<file path="src/lcg_random_with_skip_ahead_assert.svh">
// Assertion macros for the LCG skip-ahead block.
`ifndef LCG_RANDOM_WITH_SKIP_AHEAD_ASSERT_SVH
`define LCG_RANDOM_WITH_SKIP_AHEAD_ASSERT_SVH

// Consequent checked in the same cycle as the antecedent.
`define LCGSK_ASSERT_SAME(label, clk, rst, ante, cons, msg) \
   label: assert property (@(posedge clk) disable iff (rst) (ante) |-> (cons)) \
      else $error(msg);

// Consequent checked in the cycle after the antecedent.
`define LCGSK_ASSERT_NEXT(label, clk, rst, ante, cons, msg) \
   label: assert property (@(posedge clk) disable iff (rst) (ante) |=> (cons)) \
      else $error(msg);

`endif

</file>
<file path="src/lcgsk_pkg.sv">
package lcgsk_pkg;

   localparam int SEED_WIDTH_DEF = 63;

   localparam int VALUE_W    = 63;
   localparam int MULT_W     = 63;
   localparam int BASE_W     = 63;
   localparam int STRIDE_W   = 32;
   localparam int MODB_W     = 6;
   localparam int ACTION_W   = 2;
   localparam int SKIP_W     = 31;
   localparam int HIST_W     = 32;
   localparam int CSR_ADDR_W = 6;
   localparam int CSR_DATA_W = 64;
   localparam int CSR_IDX_LSB = 3;

   localparam logic [MULT_W-1:0]   MULT_RESET   = 63'd3512401965023503517;
   localparam logic                INC_RESET    = 1'b0;
   localparam logic [MODB_W-1:0]   MODB_RESET   = 6'd63;
   localparam logic [BASE_W-1:0]   BASE_RESET   = 63'd1;
   localparam logic [STRIDE_W-1:0] STRIDE_RESET = 32'd152917;

   typedef enum logic [ACTION_W-1:0] {
      ACT_DRAW    = 2'd0,
      ACT_SKIP    = 2'd1,
      ACT_HISTORY = 2'd2,
      ACT_HOLD    = 2'd3
   } action_type;

   typedef enum logic [2:0] {
      REG_MULTIPLIER   = 3'd0,
      REG_INCREMENT    = 3'd1,
      REG_MODULUS_BITS = 3'd2,
      REG_BASE_SEED    = 3'd3,
      REG_STRIDE       = 3'd4
   } csr_idx_type;

   typedef enum logic [2:0] {
      OP_DRAW,
      OP_HIST,
      OP_GK,
      OP_CK,
      OP_C,
      OP_G,
      OP_FINAL
   } op_type;

   typedef enum logic [3:0] {
      ST_IDLE,
      ST_DISPATCH,
      ST_DRAW,
      ST_HIST,
      ST_LOOP,
      ST_GK,
      ST_CK,
      ST_C,
      ST_G,
      ST_FINAL,
      ST_OUT
   } state_type;

   typedef struct packed {
      logic   load;
      logic   mul_start;
      op_type op;
      logic   out_load;
   } cmd_type;

   typedef struct packed {
      action_type action;
      logic       mul_busy;
      logic       mul_done;
      logic       k_zero;
      logic       k_bit0;
      logic       out_free;
   } sts_type;

endpackage

</file>
<file path="src/lcgsk_if.sv">
interface lcgsk_req_if;
   logic                          valid;
   logic                          ready;
   logic [lcgsk_pkg::ACTION_W-1:0] action;
   logic [lcgsk_pkg::SKIP_W-1:0]   skip_count;
   logic [lcgsk_pkg::HIST_W-1:0]   history_index;

   modport source (output valid, action, skip_count, history_index, input ready);
   modport sink (input valid, action, skip_count, history_index, output ready);
endinterface

interface lcgsk_rsp_if;
   logic                          valid;
   logic                          ready;
   logic [lcgsk_pkg::VALUE_W-1:0] value;

   modport source (output valid, value, input ready);
   modport sink (input valid, value, output ready);
endinterface

</file>
<file path="src/lcg_random_with_skip_ahead.sv">
// channel   dir   handshake          transaction contents
// req       in    valid/ready        action, skip_count, history_index
// rsp       out   valid/ready        value
// csr       in    APB, 8-byte regs   multiplier, increment, modulus_bits, base_seed, stride
//
// One transaction at a time. Every modular product runs on one shared 32x32 multiplier,
// and a draw is one such product.
// Skip: square-and-multiply over the bits of the jump, two products per bit, two more per set bit,
// and one final product. History start: a product stride * history_index sets the jump first.
// Synchronous reset loads register defaults and clears the seed to zero.
// A held rsp keeps the result in the output register; req waits until it drains.
`include "lcg_random_with_skip_ahead_assert.svh"

module lcg_random_with_skip_ahead #(
   parameter int SEED_WIDTH = lcgsk_pkg::SEED_WIDTH_DEF
) (
   input  logic                             clock,
   input  logic                             reset,
   lcgsk_req_if.sink                        req,
   lcgsk_rsp_if.source                      rsp,
   input  logic                             psel,
   input  logic                             penable,
   input  logic                             pwrite,
   input  logic [lcgsk_pkg::CSR_ADDR_W-1:0] paddr,
   input  logic [lcgsk_pkg::CSR_DATA_W-1:0] pwdata,
   output logic [lcgsk_pkg::CSR_DATA_W-1:0] prdata,
   output logic                             pready
);

   logic [lcgsk_pkg::MULT_W-1:0]   mult_ff, mult_in;
   logic                           inc_ff, inc_in;
   logic [lcgsk_pkg::MODB_W-1:0]   modb_ff, modb_in;
   logic [lcgsk_pkg::BASE_W-1:0]   base_ff, base_in;
   logic [lcgsk_pkg::STRIDE_W-1:0] stride_ff, stride_in;
   lcgsk_pkg::csr_idx_type         csr_idx;
   logic                           csr_wr;
   lcgsk_pkg::cmd_type             cmd;
   lcgsk_pkg::sts_type             sts;
   logic                           req_ready;
   logic                           rsp_valid;
   logic [lcgsk_pkg::VALUE_W-1:0]  rsp_value;

   assign pready  = 1'b1;
   assign csr_idx = lcgsk_pkg::csr_idx_type'(paddr[lcgsk_pkg::CSR_ADDR_W-1:lcgsk_pkg::CSR_IDX_LSB]);
   assign csr_wr  = psel && penable && pwrite;

   always_comb begin
      mult_in   = mult_ff;
      inc_in    = inc_ff;
      modb_in   = modb_ff;
      base_in   = base_ff;
      stride_in = stride_ff;
      if (csr_wr) begin
         unique case (csr_idx)
            lcgsk_pkg::REG_MULTIPLIER:   mult_in = pwdata[lcgsk_pkg::MULT_W-1:0];
            lcgsk_pkg::REG_INCREMENT:    inc_in = pwdata[0];
            lcgsk_pkg::REG_MODULUS_BITS: modb_in = pwdata[lcgsk_pkg::MODB_W-1:0];
            lcgsk_pkg::REG_BASE_SEED:    base_in = pwdata[lcgsk_pkg::BASE_W-1:0];
            lcgsk_pkg::REG_STRIDE:       stride_in = pwdata[lcgsk_pkg::STRIDE_W-1:0];
            default: ;
         endcase
      end
   end

   always_comb begin
      unique case (csr_idx)
         lcgsk_pkg::REG_MULTIPLIER:   prdata = lcgsk_pkg::CSR_DATA_W'(mult_ff);
         lcgsk_pkg::REG_INCREMENT:    prdata = lcgsk_pkg::CSR_DATA_W'(inc_ff);
         lcgsk_pkg::REG_MODULUS_BITS: prdata = lcgsk_pkg::CSR_DATA_W'(modb_ff);
         lcgsk_pkg::REG_BASE_SEED:    prdata = lcgsk_pkg::CSR_DATA_W'(base_ff);
         lcgsk_pkg::REG_STRIDE:       prdata = lcgsk_pkg::CSR_DATA_W'(stride_ff);
         default:                     prdata = '0;
      endcase
   end

   always_ff @(posedge clock) begin
      if (reset) begin
         mult_ff   <= lcgsk_pkg::MULT_RESET;
         inc_ff    <= lcgsk_pkg::INC_RESET;
         modb_ff   <= lcgsk_pkg::MODB_RESET;
         base_ff   <= lcgsk_pkg::BASE_RESET;
         stride_ff <= lcgsk_pkg::STRIDE_RESET;
      end else begin
         mult_ff   <= mult_in;
         inc_ff    <= inc_in;
         modb_ff   <= modb_in;
         base_ff   <= base_in;
         stride_ff <= stride_in;
      end
   end

   lcgsk_ctrl u_ctrl (
      .clock     (clock),
      .reset     (reset),
      .req_valid (req.valid),
      .req_ready (req_ready),
      .sts       (sts),
      .cmd       (cmd)
   );

   lcgsk_dp #(
      .DW (SEED_WIDTH)
   ) u_dp (
      .clock             (clock),
      .reset             (reset),
      .cmd               (cmd),
      .sts               (sts),
      .multiplier        (mult_ff),
      .increment         (inc_ff),
      .modulus_bits      (modb_ff),
      .base_seed         (base_ff),
      .stride            (stride_ff),
      .req_action        (req.action),
      .req_skip_count    (req.skip_count),
      .req_history_index (req.history_index),
      .rsp_ready         (rsp.ready),
      .rsp_valid         (rsp_valid),
      .rsp_value         (rsp_value)
   );

   assign req.ready = req_ready;
   assign rsp.valid = rsp_valid;
   assign rsp.value = rsp_value;

   `LCGSK_ASSERT_SAME(a_rsp_from_load, clock, reset, $rose(rsp.valid), $past(cmd.out_load), "result appeared without an output load")
   `LCGSK_ASSERT_SAME(a_accept_mul_idle, clock, reset, req.valid && req.ready, !sts.mul_busy, "transaction accepted while multiplier busy")
   `LCGSK_ASSERT_SAME(a_start_mul_idle, clock, reset, cmd.mul_start, !sts.mul_busy, "multiply started while multiplier busy")
   `LCGSK_ASSERT_NEXT(a_done_pulse, clock, reset, sts.mul_done, !sts.mul_done, "multiplier done held longer than one cycle")

endmodule

</file>
<file path="src/lcgsk_mul.sv">
// y = (a * b + d) & mask, low DW bits, one 32x32 product per cycle
module lcgsk_mul #(
   parameter int DW = lcgsk_pkg::SEED_WIDTH_DEF
) (
   input  logic          clock,
   input  logic          reset,
   input  logic          start,
   input  logic [DW-1:0] a,
   input  logic [DW-1:0] b,
   input  logic [DW-1:0] d,
   input  logic [DW-1:0] mask,
   output logic          busy,
   output logic          done,
   output logic [DW-1:0] y
);

   localparam int PW = 32;
   localparam int HW = DW - PW;
   localparam logic [1:0] CNT_LAST = 2'd3;

   logic [DW-1:0]   a_ff, a_in;
   logic [DW-1:0]   b_ff, b_in;
   logic [DW-1:0]   d_ff, d_in;
   logic [DW-1:0]   acc_ff, acc_in;
   logic [DW-1:0]   prod_ff, prod_in;
   logic [1:0]      cnt_ff, cnt_in;
   logic            busy_ff, busy_in;
   logic            done_ff, done_in;
   logic [PW-1:0]   mx, my;
   logic [2*PW-1:0] full;

   always_comb begin
      mx = a_ff[PW-1:0];
      my = b_ff[PW-1:0];
      case (cnt_ff)
         2'd1: mx = PW'(a_ff[DW-1:PW]);
         2'd2: my = PW'(b_ff[DW-1:PW]);
         default: ;
      endcase
      full    = (2*PW)'(mx) * (2*PW)'(my);
      prod_in = full[DW-1:0];
   end

   always_comb begin
      acc_in = acc_ff;
      if (busy_ff) begin
         case (cnt_ff)
            2'd1: acc_in = prod_ff + d_ff;
            2'd2, 2'd3: acc_in = acc_ff + {prod_ff[HW-1:0], {PW{1'b0}}};
            default: ;
         endcase
      end
   end

   always_comb begin
      a_in    = start ? a : a_ff;
      b_in    = start ? b : b_ff;
      d_in    = start ? d : d_ff;
      done_in = busy_ff && (cnt_ff == CNT_LAST);
      if (start) begin
         busy_in = 1'b1;
         cnt_in  = '0;
      end else begin
         busy_in = busy_ff && (cnt_ff != CNT_LAST);
         cnt_in  = busy_ff ? cnt_ff + 2'd1 : cnt_ff;
      end
   end

   always_ff @(posedge clock) begin
      a_ff    <= a_in;
      b_ff    <= b_in;
      d_ff    <= d_in;
      acc_ff  <= acc_in;
      prod_ff <= prod_in;
   end

   always_ff @(posedge clock) begin
      if (reset) begin
         busy_ff <= 1'b0;
         done_ff <= 1'b0;
         cnt_ff  <= '0;
      end else begin
         busy_ff <= busy_in;
         done_ff <= done_in;
         cnt_ff  <= cnt_in;
      end
   end

   assign busy = busy_ff;
   assign done = done_ff;
   assign y    = acc_ff & mask;

endmodule

</file>
<file path="src/lcgsk_dp.sv">
module lcgsk_dp #(
   parameter int DW = lcgsk_pkg::SEED_WIDTH_DEF
) (
   input  logic                           clock,
   input  logic                           reset,
   input  lcgsk_pkg::cmd_type             cmd,
   output lcgsk_pkg::sts_type             sts,
   input  logic [lcgsk_pkg::MULT_W-1:0]   multiplier,
   input  logic                           increment,
   input  logic [lcgsk_pkg::MODB_W-1:0]   modulus_bits,
   input  logic [lcgsk_pkg::BASE_W-1:0]   base_seed,
   input  logic [lcgsk_pkg::STRIDE_W-1:0] stride,
   input  logic [lcgsk_pkg::ACTION_W-1:0] req_action,
   input  logic [lcgsk_pkg::SKIP_W-1:0]   req_skip_count,
   input  logic [lcgsk_pkg::HIST_W-1:0]   req_history_index,
   input  logic                           rsp_ready,
   output logic                           rsp_valid,
   output logic [lcgsk_pkg::VALUE_W-1:0]  rsp_value
);

   logic [DW-1:0]                   mask;
   logic [DW-1:0]                   seed_ff, seed_in;
   logic [DW-1:0]                   jseed_ff, jseed_in;
   logic [DW-1:0]                   g_ff, g_in;
   logic [DW-1:0]                   c_ff, c_in;
   logic [DW-1:0]                   gk_ff, gk_in;
   logic [DW-1:0]                   ck_ff, ck_in;
   logic [DW-1:0]                   k_ff, k_in;
   logic [DW-1:0]                   res_ff, res_in;
   logic [lcgsk_pkg::HIST_W-1:0]    hist_ff, hist_in;
   lcgsk_pkg::action_type           action_ff, action_in;
   lcgsk_pkg::action_type           req_act;
   lcgsk_pkg::op_type               op_ff, op_in;
   logic                            rsp_valid_ff, rsp_valid_in;
   logic [lcgsk_pkg::VALUE_W-1:0]   rsp_value_ff, rsp_value_in;
   logic [DW-1:0]                   mul_a, mul_b, mul_d, mul_y;
   logic                            mul_busy, mul_done;
   logic                            out_free;

   always_comb begin
      for (int i = 0; i < DW; i++) begin
         mask[i] = (i < int'(modulus_bits));
      end
   end

   always_comb begin
      mul_a = '0;
      mul_b = '0;
      mul_d = '0;
      unique case (cmd.op)
         lcgsk_pkg::OP_DRAW: begin
            mul_a = DW'(multiplier);
            mul_b = seed_ff;
            mul_d = DW'(increment);
         end
         lcgsk_pkg::OP_HIST: begin
            mul_a = DW'(stride);
            mul_b = DW'(hist_ff);
         end
         lcgsk_pkg::OP_GK: begin
            mul_a = gk_ff;
            mul_b = g_ff;
         end
         lcgsk_pkg::OP_CK: begin
            mul_a = ck_ff;
            mul_b = g_ff;
            mul_d = c_ff;
         end
         lcgsk_pkg::OP_C: begin
            mul_a = g_ff + DW'(1);
            mul_b = c_ff;
         end
         lcgsk_pkg::OP_G: begin
            mul_a = g_ff;
            mul_b = g_ff;
         end
         lcgsk_pkg::OP_FINAL: begin
            mul_a = gk_ff;
            mul_b = jseed_ff;
            mul_d = ck_ff;
         end
         default: ;
      endcase
   end

   lcgsk_mul #(
      .DW (DW)
   ) u_mul (
      .clock (clock),
      .reset (reset),
      .start (cmd.mul_start),
      .a     (mul_a),
      .b     (mul_b),
      .d     (mul_d),
      .mask  (mask),
      .busy  (mul_busy),
      .done  (mul_done),
      .y     (mul_y)
   );

   assign req_act = lcgsk_pkg::action_type'(req_action);

   always_comb begin
      seed_in   = seed_ff;
      jseed_in  = jseed_ff;
      g_in      = g_ff;
      c_in      = c_ff;
      gk_in     = gk_ff;
      ck_in     = ck_ff;
      k_in      = k_ff;
      res_in    = res_ff;
      hist_in   = hist_ff;
      action_in = action_ff;
      op_in     = cmd.mul_start ? cmd.op : op_ff;
      if (cmd.load) begin
         action_in = req_act;
         hist_in   = req_history_index;
         g_in      = DW'(multiplier) & mask;
         c_in      = DW'(increment) & mask;
         gk_in     = DW'(1'b1) & mask;
         ck_in     = '0;
         k_in      = (req_act == lcgsk_pkg::ACT_SKIP) ? (DW'(req_skip_count) & mask) : '0;
         jseed_in  = (req_act == lcgsk_pkg::ACT_HISTORY) ? DW'(base_seed) : seed_ff;
         res_in    = seed_ff & mask;
      end
      if (mul_done) begin
         unique case (op_ff)
            lcgsk_pkg::OP_DRAW:  seed_in = mul_y;
            lcgsk_pkg::OP_HIST:  k_in = mul_y;
            lcgsk_pkg::OP_GK:    gk_in = mul_y;
            lcgsk_pkg::OP_CK:    ck_in = mul_y;
            lcgsk_pkg::OP_C:     c_in = mul_y;
            lcgsk_pkg::OP_G: begin
               g_in = mul_y;
               k_in = k_ff >> 1;
            end
            lcgsk_pkg::OP_FINAL: begin
               seed_in = mul_y;
               res_in  = mul_y;
            end
            default: ;
         endcase
      end
   end

   assign out_free = !rsp_valid_ff || rsp_ready;

   always_comb begin
      rsp_value_in = cmd.out_load ? lcgsk_pkg::VALUE_W'(res_ff) : rsp_value_ff;
      if (cmd.out_load) begin
         rsp_valid_in = 1'b1;
      end else begin
         rsp_valid_in = rsp_valid_ff && !rsp_ready;
      end
   end

   always_ff @(posedge clock) begin
      jseed_ff     <= jseed_in;
      g_ff         <= g_in;
      c_ff         <= c_in;
      gk_ff        <= gk_in;
      ck_ff        <= ck_in;
      k_ff         <= k_in;
      res_ff       <= res_in;
      hist_ff      <= hist_in;
      rsp_value_ff <= rsp_value_in;
   end

   always_ff @(posedge clock) begin
      if (reset) begin
         seed_ff      <= '0;
         action_ff    <= lcgsk_pkg::ACT_DRAW;
         op_ff        <= lcgsk_pkg::OP_DRAW;
         rsp_valid_ff <= 1'b0;
      end else begin
         seed_ff      <= seed_in;
         action_ff    <= action_in;
         op_ff        <= op_in;
         rsp_valid_ff <= rsp_valid_in;
      end
   end

   assign sts.action   = action_ff;
   assign sts.mul_busy = mul_busy;
   assign sts.mul_done = mul_done;
   assign sts.k_zero   = (k_ff == '0);
   assign sts.k_bit0   = k_ff[0];
   assign sts.out_free = out_free;

   assign rsp_valid = rsp_valid_ff;
   assign rsp_value = rsp_value_ff;

endmodule

</file>
<file path="src/lcgsk_ctrl.sv">
module lcgsk_ctrl (
   input  logic               clock,
   input  logic               reset,
   input  logic               req_valid,
   output logic               req_ready,
   input  lcgsk_pkg::sts_type sts,
   output lcgsk_pkg::cmd_type cmd
);

   lcgsk_pkg::state_type state_ff, state_in;

   always_comb begin
      state_in = state_ff;
      unique case (state_ff)
         lcgsk_pkg::ST_IDLE: begin
            if (req_valid) state_in = lcgsk_pkg::ST_DISPATCH;
         end
         lcgsk_pkg::ST_DISPATCH: begin
            unique case (sts.action) inside
               lcgsk_pkg::ACT_DRAW:                     state_in = lcgsk_pkg::ST_DRAW;
               lcgsk_pkg::ACT_HISTORY:                  state_in = lcgsk_pkg::ST_HIST;
               lcgsk_pkg::ACT_SKIP, lcgsk_pkg::ACT_HOLD: state_in = lcgsk_pkg::ST_LOOP;
            endcase
         end
         lcgsk_pkg::ST_DRAW: begin
            if (sts.mul_done) state_in = lcgsk_pkg::ST_OUT;
         end
         lcgsk_pkg::ST_HIST: begin
            if (sts.mul_done) state_in = lcgsk_pkg::ST_LOOP;
         end
         lcgsk_pkg::ST_LOOP: begin
            if (sts.k_zero) begin
               state_in = lcgsk_pkg::ST_FINAL;
            end else if (sts.k_bit0) begin
               state_in = lcgsk_pkg::ST_GK;
            end else begin
               state_in = lcgsk_pkg::ST_C;
            end
         end
         lcgsk_pkg::ST_GK: begin
            if (sts.mul_done) state_in = lcgsk_pkg::ST_CK;
         end
         lcgsk_pkg::ST_CK: begin
            if (sts.mul_done) state_in = lcgsk_pkg::ST_C;
         end
         lcgsk_pkg::ST_C: begin
            if (sts.mul_done) state_in = lcgsk_pkg::ST_G;
         end
         lcgsk_pkg::ST_G: begin
            if (sts.mul_done) state_in = lcgsk_pkg::ST_LOOP;
         end
         lcgsk_pkg::ST_FINAL: begin
            if (sts.mul_done) state_in = lcgsk_pkg::ST_OUT;
         end
         lcgsk_pkg::ST_OUT: begin
            if (sts.out_free) state_in = lcgsk_pkg::ST_IDLE;
         end
         default: state_in = lcgsk_pkg::ST_IDLE;
      endcase
   end

   always_comb begin
      req_ready     = 1'b0;
      cmd.load      = 1'b0;
      cmd.mul_start = 1'b0;
      cmd.op        = lcgsk_pkg::OP_DRAW;
      cmd.out_load  = 1'b0;
      unique case (state_ff)
         lcgsk_pkg::ST_IDLE: begin
            req_ready = 1'b1;
            cmd.load  = req_valid;
         end
         lcgsk_pkg::ST_DISPATCH: begin
            unique case (sts.action) inside
               lcgsk_pkg::ACT_DRAW: begin
                  cmd.mul_start = 1'b1;
                  cmd.op        = lcgsk_pkg::OP_DRAW;
               end
               lcgsk_pkg::ACT_HISTORY: begin
                  cmd.mul_start = 1'b1;
                  cmd.op        = lcgsk_pkg::OP_HIST;
               end
               lcgsk_pkg::ACT_SKIP, lcgsk_pkg::ACT_HOLD: ;
            endcase
         end
         lcgsk_pkg::ST_LOOP: begin
            cmd.mul_start = 1'b1;
            if (sts.k_zero) begin
               cmd.op = lcgsk_pkg::OP_FINAL;
            end else if (sts.k_bit0) begin
               cmd.op = lcgsk_pkg::OP_GK;
            end else begin
               cmd.op = lcgsk_pkg::OP_C;
            end
         end
         lcgsk_pkg::ST_GK: begin
            cmd.mul_start = sts.mul_done;
            cmd.op        = lcgsk_pkg::OP_CK;
         end
         lcgsk_pkg::ST_CK: begin
            cmd.mul_start = sts.mul_done;
            cmd.op        = lcgsk_pkg::OP_C;
         end
         lcgsk_pkg::ST_C: begin
            cmd.mul_start = sts.mul_done;
            cmd.op        = lcgsk_pkg::OP_G;
         end
         lcgsk_pkg::ST_OUT: begin
            cmd.out_load = sts.out_free;
         end
         default: ;
      endcase
   end

   always_ff @(posedge clock) begin
      if (reset) begin
         state_ff <= lcgsk_pkg::ST_IDLE;
      end else begin
         state_ff <= state_in;
      end
   end

endmodule

</file>
<file path="src/flat_wrapper.sv">
// flat-port wrapper written by rule: the top's interface ports become plain ports
module lcg_random_with_skip_ahead_flat 
#(
   parameter int SEED_WIDTH = lcgsk_pkg::SEED_WIDTH_DEF
)
  (clock, reset, psel, penable, pwrite, paddr, pwdata, prdata, pready, req_valid, req_action, req_skip_count, req_history_index, req_ready, rsp_valid, rsp_value, rsp_ready);
  lcgsk_req_if req_i ();
  lcgsk_rsp_if rsp_i ();
  input  logic clock;
  input  logic reset;
  input  logic psel;
  input  logic penable;
  input  logic pwrite;
  input  logic [lcgsk_pkg::CSR_ADDR_W-1:0] paddr;
  input  logic [lcgsk_pkg::CSR_DATA_W-1:0] pwdata;
  output logic [lcgsk_pkg::CSR_DATA_W-1:0] prdata;
  output logic pready;
  input wire logic [$bits(req_i.valid)-1:0] req_valid;
  input wire logic [$bits(req_i.action)-1:0] req_action;
  input wire logic [$bits(req_i.skip_count)-1:0] req_skip_count;
  input wire logic [$bits(req_i.history_index)-1:0] req_history_index;
  output wire logic [$bits(req_i.ready)-1:0] req_ready;
  output wire logic [$bits(rsp_i.valid)-1:0] rsp_valid;
  output wire logic [$bits(rsp_i.value)-1:0] rsp_value;
  input wire logic [$bits(rsp_i.ready)-1:0] rsp_ready;
  assign req_i.valid = req_valid;
  assign req_i.action = req_action;
  assign req_i.skip_count = req_skip_count;
  assign req_i.history_index = req_history_index;
  assign req_ready = req_i.ready;
  assign rsp_valid = rsp_i.valid;
  assign rsp_value = rsp_i.value;
  assign rsp_i.ready = rsp_ready;
  lcg_random_with_skip_ahead #(.SEED_WIDTH(SEED_WIDTH)) u_core (.clock(clock), .reset(reset), .req(req_i), .rsp(rsp_i), .psel(psel), .penable(penable), .pwrite(pwrite), .paddr(paddr), .pwdata(pwdata), .prdata(prdata), .pready(pready));
endmodule
</file>
<file path="config.mk">
export PLATFORM = sky130hd
export DESIGN_NAME = lcg_random_with_skip_ahead_flat
export DESIGN_NICKNAME = d
export VERILOG_FILES = /design/src/lcgsk_pkg.sv /design/src/lcgsk_if.sv /design/src/lcg_random_with_skip_ahead.sv /design/src/lcgsk_mul.sv /design/src/lcgsk_dp.sv /design/src/lcgsk_ctrl.sv /design/src/flat_wrapper.sv
export VERILOG_INCLUDE_DIRS = /design/src /design/src/src
export SDC_FILE = /design/constraint.sdc
export NUM_CORES = 2
export LEC_CHECK = 0
export BUFFER_PORTS_ARGS = -buffer_cell sky130_fd_sc_hd__buf_2
export CORE_ASPECT_RATIO = 0.7
export CORE_MARGIN = 2
export CORE_UTILIZATION = 38
export CTS_CLUSTER_DIAMETER = 40
export CTS_CLUSTER_SIZE = 14
export DETAILED_ROUTE_END_ITERATION = 8
export PLACE_DENSITY = 0.52
export SLEW_MARGIN = 20
export SYNTH_ARGS = -nofsm -noshare
export SYNTH_HDL_FRONTEND = slang
export SYNTH_SLANG_ARGS = --single-unit
</file>
<file path="constraint.sdc">
create_clock -name clock -period 19.12 [get_ports clock]
set_input_delay 1.912 -clock clock [delete_from_list [all_inputs] [get_ports clock]]
set_output_delay 1.912 -clock clock [all_outputs]
set_load 0.03 [all_outputs]
</file>
# == Word level (Yosys, flattened, before mapping) ==
# Cells that the tools add are included.
# classes
addsub,4
multipliers,1
magnitude_cmp,63
eq_ne,42
n_mux,47
bitwise_logic,5
n_reduce_logical,31
# op_table
op,n
63-bit 2-to-1 mux,19
63-bit one-hot mux with 5 select lines,2
63-bit one-hot mux with 6 select lines,1
63-bit one-hot mux with 2 select lines,2
63-bit AND,3
63-bit one-hot mux with 3 select lines,1
"6-bit less-than comparator, first input constant",31
63-bit adder,2
"5-bit by 6-bit less-than comparator with 1-bit output, first input constant",16
32-bit 2-to-1 mux,2
"63-bit by 1-bit adder with 63-bit output, second input constant",1
1-bit by 63-bit AND with 63-bit output,1
31-bit by 63-bit AND with 63-bit output,1
63-bit zero test,1
32-bit by 32-bit multiplier with 63-bit output,1
"4-bit by 6-bit less-than comparator with 1-bit output, first input constant",8
4-bit one-hot mux with 9 select lines,1
4-bit 2-to-1 mux,8
"3-bit by 6-bit less-than comparator with 1-bit output, first input constant",4
"3-bit equality test, second input constant",7
4-bit one-hot mux with 5 select lines,1
"3-bit by 2-bit equality test with 1-bit output, second input constant",6
"4-bit by 3-bit equality test with 1-bit output, second input constant",4
2-bit AND reduction,7
26 further kinds,63
# word_totals
reg_bits,1093
inputBits,142
out_inout_bits,130
elab_cells,220

# == Depth between registers and ports, before layout ==
# logic_depth
depth_word,6
ltp_mapped,34
ltp_nobuf,30

# == By module ==
# Synthesis repeated with hierarchy kept, for this count alone.
# unflattened
cells_unflattened,9372
hier_area_um2,85152.9
# by_module_without_submodules
module,n_inst,cells_per_inst,area_each_um2,seq_area_each_um2
lcgsk_mul,1,4909,47653.2,8908.5
lcgsk_dp,1,3438,29055.4,13693.1
lcg_random_with_skip_ahead,1,954,7898.8,3303.2
lcgsk_ctrl,1,71,545.5,80.1

# == Worst setup path before layout ==
# Ideal clock, no wire load.
# synth_path
kind,register -> register
start,reg u_core.u_ctrl.state_ff[2]
end,reg u_core.u_dp.op_ff[0]
setup_ns,0.546
t_arrival_ns,9.342
required_time_ns,18.574
path_slack_ns,9.233
stages_incl_launch_ff,7
path_buffers,1
path_cell_list,dfxtp_1 -> clkbuf_1 -> mux2i_1 -> nor2_1 -> a21oi_1 -> nor2_1 -> a311oi_1
# synth_lines
element,line_no,source
"start, declared",lcgsk_ctrl.sv:10,"lcgsk_pkg::state_type state_ff, state_in;"
"start signal, assigned",lcgsk_ctrl.sv:117,state_ff <= lcgsk_pkg::ST_IDLE;
"start signal, assigned",lcgsk_ctrl.sv:119,state_ff <= state_in;
"end signal, assigned",lcgsk_dp.sv:173,op_ff <= lcgsk_pkg::OP_DRAW;
"end signal, assigned",lcgsk_dp.sv:178,op_ff <= op_in;
"end, declared",lcgsk_dp.sv:33,"lcgsk_pkg::op_type op_ff, op_in;"

# == Final worst setup path ==
# layout_path
start,reg u_core.u_dp.u_mul.cnt_ff[0]
end,reg u_core.u_dp.u_mul.prod_ff[57]
# layout_via
elab_chain_len,3
elab_cells_between_ends,5
# layout_rtl
element,line_no,source
"start, declared",lcgsk_mul.sv:26,"logic [1:0] cnt_ff, cnt_in;"
"start signal, assigned",lcgsk_mul.sv:85,cnt_ff <= cnt_in;
2-bit by 1-bit equality test with 1-bit output or 2-bit equality test (tied branches),lcgsk_mul.sv:35,case (cnt_ff)
32-bit 2-to-1 mux,lcgsk_mul.sv:35,
32-bit by 32-bit multiplier with 63-bit output (*),lcgsk_mul.sv:40,full = (2*PW)'(mx) * (2*PW)'(my);
net u_core.u_dp.u_mul.full[57],lcgsk_mul.sv:30,logic [2*PW-1:0] full;
"end signal, assigned",lcgsk_mul.sv:74,prod_ff <= prod_in;
"end, declared",lcgsk_mul.sv:25,"logic [DW-1:0] prod_ff, prod_in;"
# Mark *: on every way through the listed nets, which the timed path passes. The rest lies on a longest branch.
# A chain may end at the register's enable or synchronous reset.

==> results.json <==
{
  "final.setup.worst_slack_ps": 8010,
  "dpl-instance-area_um2": 86500,
  "antenna_found_initial": 61,
  "yosys.area.top_type_share": 0.219,
  "start_util": 0.383,
  "crit_path_max_fanout": 40,
  "synth_seq_cells": 1093,
  "detail-route-antenna-nets": 0,
  "rows": 142,
  "routedWlPerCell_um": 30.1,
  "overflow": 0,
  "placed_cells": 11700,
  "required_ps": 19750,
  "arrival_ps": 11740,
  "core_um2": 214000,
  "hold_buffers": 0,
  "track_usage": 0.320,
  "ys.flop_type": "dfxtp_1",
  "synth_top_area_cell": "fa_1",
  "stdcell_count": 11900,
  "port-buffer-count": 265,
  "drtIter0Drc": 10400,
  "avgSynthCellArea_um2": 9.16,
  "yosys_warnings": 0,
  "critPathSlowestCell": "nor3_1",
  "nFillCells": 21200,
  "synth-edff-count": 410,
  "area_growth_pct": 10.1,
  "num_vias": 70800,
  "drc": 5,
  "hp-class": "register to register",
  "gp_congestion": 1.09,
  "violations": "design-rule violations",
  "grt_max_degree": 109,
  "clock_latency_ps": 750,
  "seq_area_um2": 26000,
  "fmax_ghz": 0.0900,
  "async_reset_ff_frac": 0,
  "numCtsBuffers": 115,
  "setup_viol": 0,
  "dp_hpwl_um": 273000,
  "rsz0062_at_grt": "false",
  "finalHoldViolCount": 0,
  "cts_resized": 0,
  "synth.distinct_cells": 88,
  "period_minus_slack_ps": 11110,
  "htree_levels": 3,
  "grt_pass1_vias": 66200,
  "ys_seq_area_frac": 0.316,
  "io_pins": 272,
  "finalSetupTns_ps": 0,
  "status": "finished, violations left",
  "fin_area_um2": 90500,
  "critPathCaptureType": "register",
  "syn_nets": 10400,
  "cp-start-kind": "register",
  "fp.dieW_um": 560,
  "worstMarginPinSlew_ps": 1290,
  "wl_um": 358000,
  "drive_gt1_frac": 0.0938,
  "synthTopCellsByArea": "fa_1 (22%), dfxtp_1 (17%), edfxtp_1 (15%), nand2_1 (6.1%), ha_1 (5.4%)",
  "clockRootBuffer": "clkbuf_16",
  "synth.cell_area_um2": 82200,
  "viasPerCell": 5.94,
  "multiInputGateArea_um2": 51000,
  "grt_pass1_wl_um": 503000,
  "critical_path_class": "register to register",
  "clock-sinks": 1093,
  "max_stage_delay_ps": 970,
  "drv_slew": 0,
  "netlist_instances": 8971,
  "dpl_worst_slack_ps": 8420,
  "maxCapViolCount": 0,
  "dr.pass1.iters": 9,
  "crit_top_cell": "fa_1",
  "fin_skew_ps": 63.2,
  "clk_path_buf_depth": 3,
  "relSlewSlack": 0.130,
  "cts_tree": "done",
  "die-area_um2": 220000,
  "layout.nets": 10300,
  "clk_pin_slew_ps": 70,
  "min_period_over_period": 0.581,
  "die_h_um": 393,
  "postCtsSetupRepairBufs": 0
}
stage by stage:
step | utilization | hold slack (ps)
after CTS | 0.421 | 434
after global placement | 0.403 | 417
final | 0.422 | 427
after floorplan | - | 408
after detailed placement | 0.403 | 419
after global routing | 0.422 | 443
logic make-up (layout without fill, tap and decap cells):
kind of cell / count (synthesis) / count (layout) / share of synthesized area
xor gates and xnor gates: 201 / 201 / 0.0214
and+or+nand+nor: 2958 / 2958 / 0.151
buffers and inverters: 1495 / 1544 / 0.0687
AOI/OAI and AO/OA: 1746 / 1746 / 0.140
muxes: 224 / 224 / 0.0292
DFF: 1093 / 1093 / 0.316
adders and majority gates: 1252 / 1252 / 0.273
other: 2 / 25 / 0.0000914
Yosys cell counts (52+ instances only):
| cell type | count |
|---|---|
| inv_1 | 914 |
| and3_1 | 52 |
| a221oi_1 | 63 |
| clkbuf_1 | 508 |
| a22o_1 | 139 |
| edfxtp_1 | 410 |
| mux2i_1 | 99 |
| nor2_1 | 992 |
| o21ai_0 | 419 |
| a21o_1 | 90 |
| a211oi_1 | 75 |
| xnor2_1 | 113 |
| nand3_1 | 260 |
| a222oi_1 | 89 |
| mux2_2 | 125 |
| ha_1 | 355 |
| dfxtp_1 | 683 |
| nand2_1 | 1343 |
| fa_1 | 897 |
| a32o_1 | 66 |
| a21oi_1 | 488 |
| nand4_1 | 56 |
| xor2_1 | 88 |
path summary, 6_finish.rpt:
path | start | to | slack (ps) | depth (start not counted)
max reg2reg | u_core.u_dp.u_mul.cnt_ff[0]$_SDFFE_PP0P_ | u_core.u_dp.u_mul.prod_ff[57]$_DFF_P_ | 8010 | 28
max | u_core.u_dp.u_mul.cnt_ff[0]$_SDFFE_PP0P_ | u_core.u_dp.u_mul.prod_ff[57]$_DFF_P_ | 8010 | 28
min reg2reg | u_core.u_dp.res_ff[62]$_DFF_P_ | u_core.u_dp.rsp_value[62]$_DFFE_PP_ | 430 | 0
min | u_core.u_dp.res_ff[62]$_DFF_P_ | u_core.u_dp.rsp_value[62]$_DFFE_PP_ | 430 | 0
per-layer routing:
layer / vias to the layer above / part of all wire / global-route usage
met3: 567 / 0.14 / 0.116
met1: 35800 / 0.45 / 0.483
met5: - / 0.0015 / 0.00965
li1: 30100 / - / -
met4: 36 / 0.035 / 0.0979
met2: 4331 / 0.38 / 0.415
cell usage in the layout, fill, tap and decap left out, types with 56 or more instances in the layout:
| master | Yosys | layout |
|---|---|---|
| a211oi_1 | 75 | 75 |
| o21ai_0 | 419 | 415 |
| buf_4 | 3 | 142 |
| fa_1 | 897 | 897 |
| inv_1 | 914 | 913 |
| ha_1 | 355 | 353 |
| nand4_1 | 56 | 56 |
| clkbuf_16 | 0 | 123 |
| mux2_2 | 125 | 125 |
| a32o_1 | 66 | 66 |
| buf_2 | 21 | 264 |
| xnor2_1 | 113 | 113 |
| a21oi_1 | 488 | 488 |
| mux2i_1 | 99 | 57 |
| a221oi_1 | 63 | 63 |
| nand3_1 | 260 | 259 |
| nor2_1 | 992 | 979 |
| nand2_1 | 1343 | 1336 |
| a21o_1 | 90 | 90 |
| xor2_1 | 88 | 88 |
| a22o_1 | 139 | 139 |
| edfxtp_1 | 410 | 410 |
| dfxtp_1 | 683 | 681 |
| a222oi_1 | 89 | 89 |
flip-flops by register name, indices dropped and copies added, names as in the netlist, 6 cells and up:
register / cells
u_core.u_dp.u_mul.a_ff: 63
u_core.u_dp.gk_ff: 63
u_core.u_dp.u_mul.d_ff: 63
u_core.stride_ff: 32
u_core.u_dp.rsp_value: 63
u_core.u_dp.seed_ff: 63
u_core.u_dp.k_ff: 63
u_core.u_dp.ck_ff: 63
u_core.u_dp.jseed_ff: 63
u_core.base_ff: 63
u_core.u_dp.hist_ff: 32
u_core.u_dp.u_mul.acc_ff: 63
u_core.u_dp.u_mul.prod_ff: 63
u_core.u_dp.g_ff: 63
u_core.u_dp.res_ff: 63
u_core.mult_ff: 63
u_core.u_dp.u_mul.b_ff: 63
u_core.u_dp.c_ff: 63
u_core.modb_ff: 6
area by class of cell:
class | instances | area share
clock inverters | 66 | 0.00711
flip-flops and latches | 1093 | 0.287
inverters | 914 | 0.0380
repair buffers | 412 | 0.0275
multi-input cells | 6383 | 0.564
clock buffers | 152 | 0.0360
well taps | 2880 | 0.0398
diodes | 23 | 0.000636
critical path, delay by kind of cell (launching register included):
family                   cells  cell delay (ps)
adder cells (fa/ha/maj)     10             4960
AO/OA/AOI/OAI                5             1910
AND/OR/NAND/NOR              5             1600
buffers and inverters        6             1010
multiplexers                 1              940
flip-flops                   1              390
XOR/XNOR                     1              160
Power is left out: the tool's default activity adds up to more than one toggle a clock period on the data nets, which glitch-free logic cannot reach.
